$ cat src/sv/tls_pkg.sv
// ----------------------------------------------------------------------------
// tls_pkg
// Shared types and constants for the track label stabilizer.
// ----------------------------------------------------------------------------
package tls_pkg;

   localparam int TRACK_SLOTS_DEF = 256;

   // Widest slot value the table can reach (4096 entries) plus one bit
   localparam int SLOT_EXT_W = 13;

   localparam int SLOT_W  = 8;
   localparam int LABEL_W = 3;
   localparam int CNT_W   = 8;
   localparam int CFG_W   = 8;
   localparam int CSR_INDEX_W = 1;

   // Entry layout: {fixed, label, count, run}
   localparam int ENTRY_W = 1 + LABEL_W + CNT_W + CNT_W;

   localparam logic [LABEL_W-1:0] NOTSURE = '0;

   localparam logic [CSR_INDEX_W-1:0] CSR_FIX_FRAMES   = 1'b0;
   localparam logic [CSR_INDEX_W-1:0] CSR_ABORT_FRAMES = 1'b1;

   localparam logic [CFG_W-1:0] FIX_FRAMES_RST   = 8'd5;
   localparam logic [CFG_W-1:0] ABORT_FRAMES_RST = 8'd20;

   typedef enum logic [1:0] {
      ST_PENDING = 2'd0,
      ST_FIXED   = 2'd1,
      ST_NEW     = 2'd2,
      ST_ABORT   = 2'd3
   } status_type;

   typedef enum logic [1:0] {
      S_CLEAR,
      S_IDLE,
      S_UPDATE
   } state_type;

   typedef struct packed {
      logic clear;        // write zero at the sweep address
      logic accept;       // capture the incoming transaction
      logic use_req_addr; // table read address from the request port
      logic commit;       // write back the entry and load the response
   } ctrl_cmd_type;

   typedef struct packed {
      logic clear_done;
      logic rsp_free;
   } dp_status_type;

endpackage

$ cat src/sv/tls_ctrl.sv
// ----------------------------------------------------------------------------
// tls_ctrl
// Sequencer: table clearing sweep, request accept, read-modify-write commit.
// ----------------------------------------------------------------------------
module tls_ctrl (
   input  logic                   clock,
   input  logic                   reset,
   input  logic                   req_valid,
   output logic                   req_ready,
   input  tls_pkg::dp_status_type stat,
   output tls_pkg::ctrl_cmd_type  cmd
);

   tls_pkg::state_type state_ff, state_in;

   always_ff @(posedge clock) begin
      if (reset) begin
         state_ff <= tls_pkg::S_CLEAR;
      end else begin
         state_ff <= state_in;
      end
   end

   always_comb begin
      state_in  = state_ff;
      req_ready = 1'b0;
      cmd       = '0;
      unique case (state_ff)
         tls_pkg::S_CLEAR: begin
            cmd.clear = 1'b1;
            if (stat.clear_done) begin
               state_in = tls_pkg::S_IDLE;
            end
         end
         tls_pkg::S_IDLE: begin
            req_ready        = 1'b1;
            cmd.use_req_addr = 1'b1;
            if (req_valid) begin
               cmd.accept = 1'b1;
               state_in   = tls_pkg::S_UPDATE;
            end
         end
         tls_pkg::S_UPDATE: begin
            // entry read data is valid here; hold until the response slot frees
            if (stat.rsp_free) begin
               cmd.commit = 1'b1;
               state_in   = tls_pkg::S_IDLE;
            end
         end
         default: state_in = tls_pkg::S_CLEAR;
      endcase
   end

endmodule

$ cat config.mk
export PLATFORM = sky130hd
export DESIGN_NAME = tls_ctrl
export DESIGN_NICKNAME = d
export VERILOG_FILES = /design/src/sv/tls_pkg.sv /design/src/sv/tls_ctrl.sv
export SDC_FILE = /design/constraint.sdc
export NUM_CORES = 1
export LEC_CHECK = 0
export BUFFER_PORTS_ARGS = -buffer_cell sky130_fd_sc_hd__buf_2
export CORE_AREA = 2 2 39 41
export DETAILED_ROUTE_END_ITERATION = 10
export DIE_AREA = 0 0 41 43
export HOLD_SLACK_MARGIN = 0.03
export PLACE_DENSITY_LB_ADDON = 0.3
export SKIP_LAST_GASP = 1
export SLEW_MARGIN = 30
export SYNTH_ARGS = -nofsm -noshare
export SYNTH_HDL_FRONTEND = slang
export SYNTH_SLANG_ARGS = --single-unit
$ cat constraint.sdc
create_clock -name clock -period 1 [get_ports clock]
set_clock_uncertainty 0.15 [all_clocks]
set_input_delay 0.15 -clock clock [delete_from_list [all_inputs] [get_ports clock]]
set_output_delay 0.15 -clock clock [all_outputs]
set_load 0.1 [all_outputs]
==> flow_metrics.tcl, run 1 <==
set metrics [dict create \
    outcome "finished, violations left" \
    violations "negative setup slack" \
    top_register "state_ff" \
    peakVddDrop_uv 508 \
    rsz0062_at_grt "true" \
    synth_top_area_frac 0.348 \
    drc 0 \
    first_pass_iters 2 \
    p_total_mw 0.581 \
    route.detailed.wl_per_inst_um 7.58 \
    start_util 0.0832 \
    dp_hpwl_um 262 \
    dieWidth_um 41 \
    yosysWarningCount 0 \
    htreeDepth 1 \
    cts-root-buf "clkbuf_4" \
    drt_wl_total_um 364 \
    cp-end-kind "output port" \
    drv_cap 0 \
    tritoncts "done" \
    routed_via_density 3.46 \
    startpoint_type "register" \
    cts_buffers 3 \
    clock_sink_count 2 \
    max_freq_ghz 0.758 \
    cp_data_required_time_ns 0.70 \
    drive_gt1_frac 0.781 \
    post-route-period-util 1.32 \
    ios 10 \
    crit_arrival_ns 1.02 \
    dieArea_um2 1760 \
    syn2layout_area_growth_pct 213 \
    gp_congestion 0.619 \
    clk_path_buf_depth 2 \
    reg.largest.list "state_ff: 2 flops" \
    ys_ff_latch 2 \
    gr-total-overflow 0 \
    drv_slew 0 \
    final_util 0.260 \
    max_slew.worst_pin.slew_ns 0.188 \
    setup_violations 7 \
    grt_pass1_wl_um 538 \
    synthCells 14 \
    worst_slack_ns -0.318 \
    clkSlewWorstSetupHoldPaths_ns 0.04 \
    critPathKind "register to output port" \
    synth_area_per_cell_um2 8.22 \
    grt_pass1_vias 143 \
    maxSlewHeadroom 0.873 \
    synth.yosys.seq_area_share 0.348 \
    insertion_delay_ns 0.23 \
    p_leak_nw 0.162 \
    postCtsHoldBufs 1 \
    syn_area_um2 115 \
    netlist_top_cells_area "dfxtp_1, nor2_1, o21ba_1, a311oi_1, and3b_1" \
    chipHeight_um 43 \
    synth_nets 19 \
    grt_max_degree 6 \
    synth_cell_types 11 \
    ant_nets 0 \
    yosysTopAreaCell "dfxtp_1" \
    hold_path.class "input port to register" \
    worstPathMaxFanout 5 \
    vias 166 \
    hold_viol_final 0 \
    first_iter_violations 1 \
    fin_crit_ns 1.32 \
    powerDensity_nw_per_um2 1610 \
    row_count 14 \
    layout.nets 38 \
    grt_antenna_before_repair 0 \
    grt_use_total 0.0551 \
    port-buffer-count 9 \
    largest_reg_flops 2 \
    core_area_um2 1380 \
    n_antenna_cell 0 \
]
==> routing by layer <==
metal  vias to the layer above  share of wire  track usage
li1                         84              -            -
met1                        71           0.40       0.0543
met2                        11           0.43       0.0500
met3                         0           0.17       0.0681
met4                         0              0       0.0600
met5                         -              0            0
==> power breakdown <==
| part | switching, mW | internal [mW] | total (mW) | leakage (nW) |
|---|---|---|---|---|
| clock network | 0.0554 | 0.149 | 0.204 | 0.0150 |
| logic | 0.167 | 0.112 | 0.279 | 0.129 |
| registers | 0.0120 | 0.0860 | 0.0979 | 0.0178 |
==> area by class of cell <==
| type | count | area (um2) |
|---|---|---|
| sequential | 2 | 47.5 |
| timing repair buffer | 15 | 175 |
| fill | 149 | 1020 |
| tap | 16 | 20.0 |
| multi-input combinational | 10 | 85.1 |
| clock buffer | 4 | 26.3 |
| inverter | 1 | 6.26 |
==> layout by cell type (no fill, tap or decap) <==
cell,Yosys,routed
buf_6,0,2
buf_4,1,3
dlygate4sd3_1,0,1
o21ba_1,1,1
o21a_1,1,1
clkbuf_4,0,3
nand2b_1,1,1
nor2_4,0,2
nor3b_1,1,1
nand2_2,0,1
a311oi_1,1,1
and3b_2,0,1
buf_12,0,5
buf_2,0,4
inv_4,0,1
clkbuf_1,0,1
dfxtp_4,0,2
nor2_2,0,1
==> worst max-delay path, stage by stage, from the launching register on <==
cell     delay (ns)
dfxtp_4        0.38
and3b_2        0.23
buf_12         0.18
==> stage by stage <==
step	std cells	hold slack (ns)	TNS, ns	worst slack, ns	cell area (um2)
2_1_floorplan	14	0.0624	-2.15	-0.476	153
3_3_place_gp	40	0.176	-0.726	-0.140	288
3_5_place_dp	40	0.172	-0.631	-0.132	288
4_1_cts	49	0.0189	-1.81	-0.334	362
5_1_grt	48	0.0184	-1.96	-0.363	360
6_report	48	0.0230	-1.69	-0.318	360
==> synth_stat cells <==
master and count:
nor2_1 3, dfxtp_1 2, a311oi_1 1, and3b_1 1, buf_4 1, inv_1 1
nand2_1 1, nand2b_1 1, nor3b_1 1, o21a_1 1, o21ba_1 1
==> cells by family after synthesis <==
kind of cell,after synthesis,share of synthesized area
and+or+nand+nor,7,0.326
DFF,2,0.348
AOI/OAI and AO/OA,3,0.228
buffers and inverters,2,0.0978
==> what timing repair did <==
| item | in CTS | in global routing |
|---|---|---|
| pin swaps | 2 | 1 |
| buffers inserted | 4 | 0 |
| gates resized for setup | 3 | 2 |
| endpoints found under the hold margin | 1 | 1 |
| endpoints found under the setup margin | 7 | 7 |
==> worst paths after layout <==
path,start,end,slack (ns),cells after the start
setup / recovery,state_ff[0],cmd[2],-0.32,2
hold / removal,stat[1],state_ff[0],0.02,3
setup reg to reg,state_ff[0],state_ff[1],-0.16,3
hold reg to reg,state_ff[1],state_ff[0],0.39,2
No activity file was read; power rests on OpenSTA's default activity.
==> run 2, diff against run 1 <==
==> constraint.sdc (replaced) <==
create_clock -name clock -period 1 [get_ports clock]
set_clock_uncertainty 0.15 [all_clocks]
set_input_delay 0.2 -clock clock [delete_from_list [all_inputs] [get_ports clock]]
set_output_delay 0.2 -clock clock [all_outputs]
set_load 0.1 [all_outputs]
==> flow_metrics.tcl, run 2 (same netlist as run 1, synthesis figures left out) <==
set metrics [dict create \
    outcome "finished, violations left" \
    violations "negative hold slack, negative setup slack" \
    powerDensity_nw_per_um2 1720 \
    routed_via_density 3.32 \
    grt_pass1_wl_um 448 \
    wl_met3_um 48 \
    most-common-layout-cells "buf_12, buf_2, clkbuf_4" \
    crit_arrival_ns 1.03 \
    row_count 14 \
    worst_slack_ns -0.376 \
    min_to "state_ff[0]" \
    reg.largest.list "state_ff: 2 flops" \
    worstHoldPathCells 2 \
    clock_sink_count 2 \
    drv_cap 0 \
    ant_nets 0 \
    top_register "state_ff" \
    dr_wl_met2_um 136 \
    wl_met1_um 146 \
    clk_path_buf_depth 2 \
    max_slew.worst_pin.slew_ns 0.188 \
    cts_buffers 3 \
    startpoint "state_ff[0]" \
    start_util 0.0832 \
    layout.nets 34 \
    largest_reg_flops 2 \
    insertion_delay_ns 0.23 \
    setup_violations 7 \
    dieArea_um2 1760 \
    first_iter_violations 0 \
    peakVddDrop_uv 452 \
    critPathKind "register to output port" \
    gp_congestion 0.602 \
    clkSlewWorstSetupHoldPaths_ns 0.04 \
    vias 146 \
    r2r_end "state_ff[1]" \
    regToRegStartpoint "state_ff[0]" \
    syn2layout_area_growth_pct 185 \
    core_area_um2 1380 \
    grt_use_total 0.0460 \
    post-route-period-util 1.38 \
    final_util 0.237 \
    n_antenna_cell 0 \
    chipHeight_um 43 \
    drc 0 \
    htreeDepth 1 \
    final_area_um2 328 \
    place_area_um2 288 \
    hold_slack_ns -0.0228 \
    ff2ff_path_depth 2 \
    cts-root-buf "clkbuf_4" \
    hold_path.class "input port to register" \
    gr-total-overflow 0 \
    rsz0062_at_grt "true" \
    drt_wl_total_um 331 \
    top_layer_used "met3" \
    grt_pass1_vias 118 \
    hold_viol_final 1 \
    max_freq_ghz 0.727 \
    drv_slew 0 \
    r2r_slack_ns -0.05 \
    drive_gt1_frac 0.786 \
    p_total_mw 0.564 \
    dp_hpwl_um 274 \
    port-buffer-count 9 \
    p_leak_nw 0.142 \
    min-delay-start "reset" \
    fillers 145 \
    maxSlewHeadroom 0.874 \
    final_common_cell "buf_12" \
    cp_data_required_time_ns 0.65 \
    first_pass_iters 1 \
    dieWidth_um 41 \
    worstPathMaxFanout 6 \
    grt_max_degree 7 \
    fin_crit_ns 1.38 \
    route.detailed.wl_per_inst_um 7.52 \
    tritoncts "done" \
    ios 10 \
    startpoint_type "register" \
    cp-end-kind "output port" \
    grt_antenna_before_repair 0 \
]
## run 2: worst max-delay path, cell delays in order (launching register included)
cell,delay (ns)
dfxtp_4,0.39
and3b_2,0.23
buf_12,0.18
## run 2: how the worst max path moves through the flow
| stage | endpoint |
|---|---|
| 6_report | cmd[2] |
| 5_1_grt | cmd[2] |
| 4_1_cts | cmd[2] |
| 3_5_place_dp | req_ready |
| 3_3_place_gp | cmd[1] |
| 2_1_floorplan | cmd[1] |
## run 2: report_power, final
part	leakage, nW	switching [mW]	internal [mW]
registers	0.0178	0.0134	0.0860
clock network	0.0150	0.0535	0.149
logic	0.110	0.163	0.0993
## run 2: what timing repair did
item	CTS	global route
gates cloned	0	0
pin swaps	2	1
setup buffers	1	0
setup endpoints to repair	7	7
hold endpoints to repair	1	1
resized for setup	4	1
## run 2: area by class of cell
| class | instances | area [um2] | share of cell area |
|---|---|---|---|
| Timing Repair Buffer | 11 | 143 | 0.435 |
| Multi-Input combinational cell | 10 | 85.1 | 0.260 |
| Sequential cell | 2 | 47.5 | 0.145 |
| Clock buffer | 4 | 26.3 | 0.0802 |
| Tap cell | 16 | 20.0 | 0.0611 |
| Inverter | 1 | 6.26 | 0.0191 |
## run 2: through the flow
step	hold WS, ns	instances	setup TNS (ns)	setup slack, ns
2_1_floorplan	0.112	14	-2.40	-0.526
3_3_place_gp	0.226	40	-0.981	-0.191
3_5_place_dp	0.221	40	-0.956	-0.190
4_1_cts	-0.0287	45	-2.00	-0.395
5_1_grt	-0.0228	44	-2.04	-0.412
6_report	-0.0228	44	-1.81	-0.376
## run 2: layer usage
metal / global-route usage / up-vias
met5: 0 / -
met1: 0.0446 / 60
met3: 0.0471 / 0
met4: 0.0600 / 0
met2: 0.0438 / 11
li1: - / 75
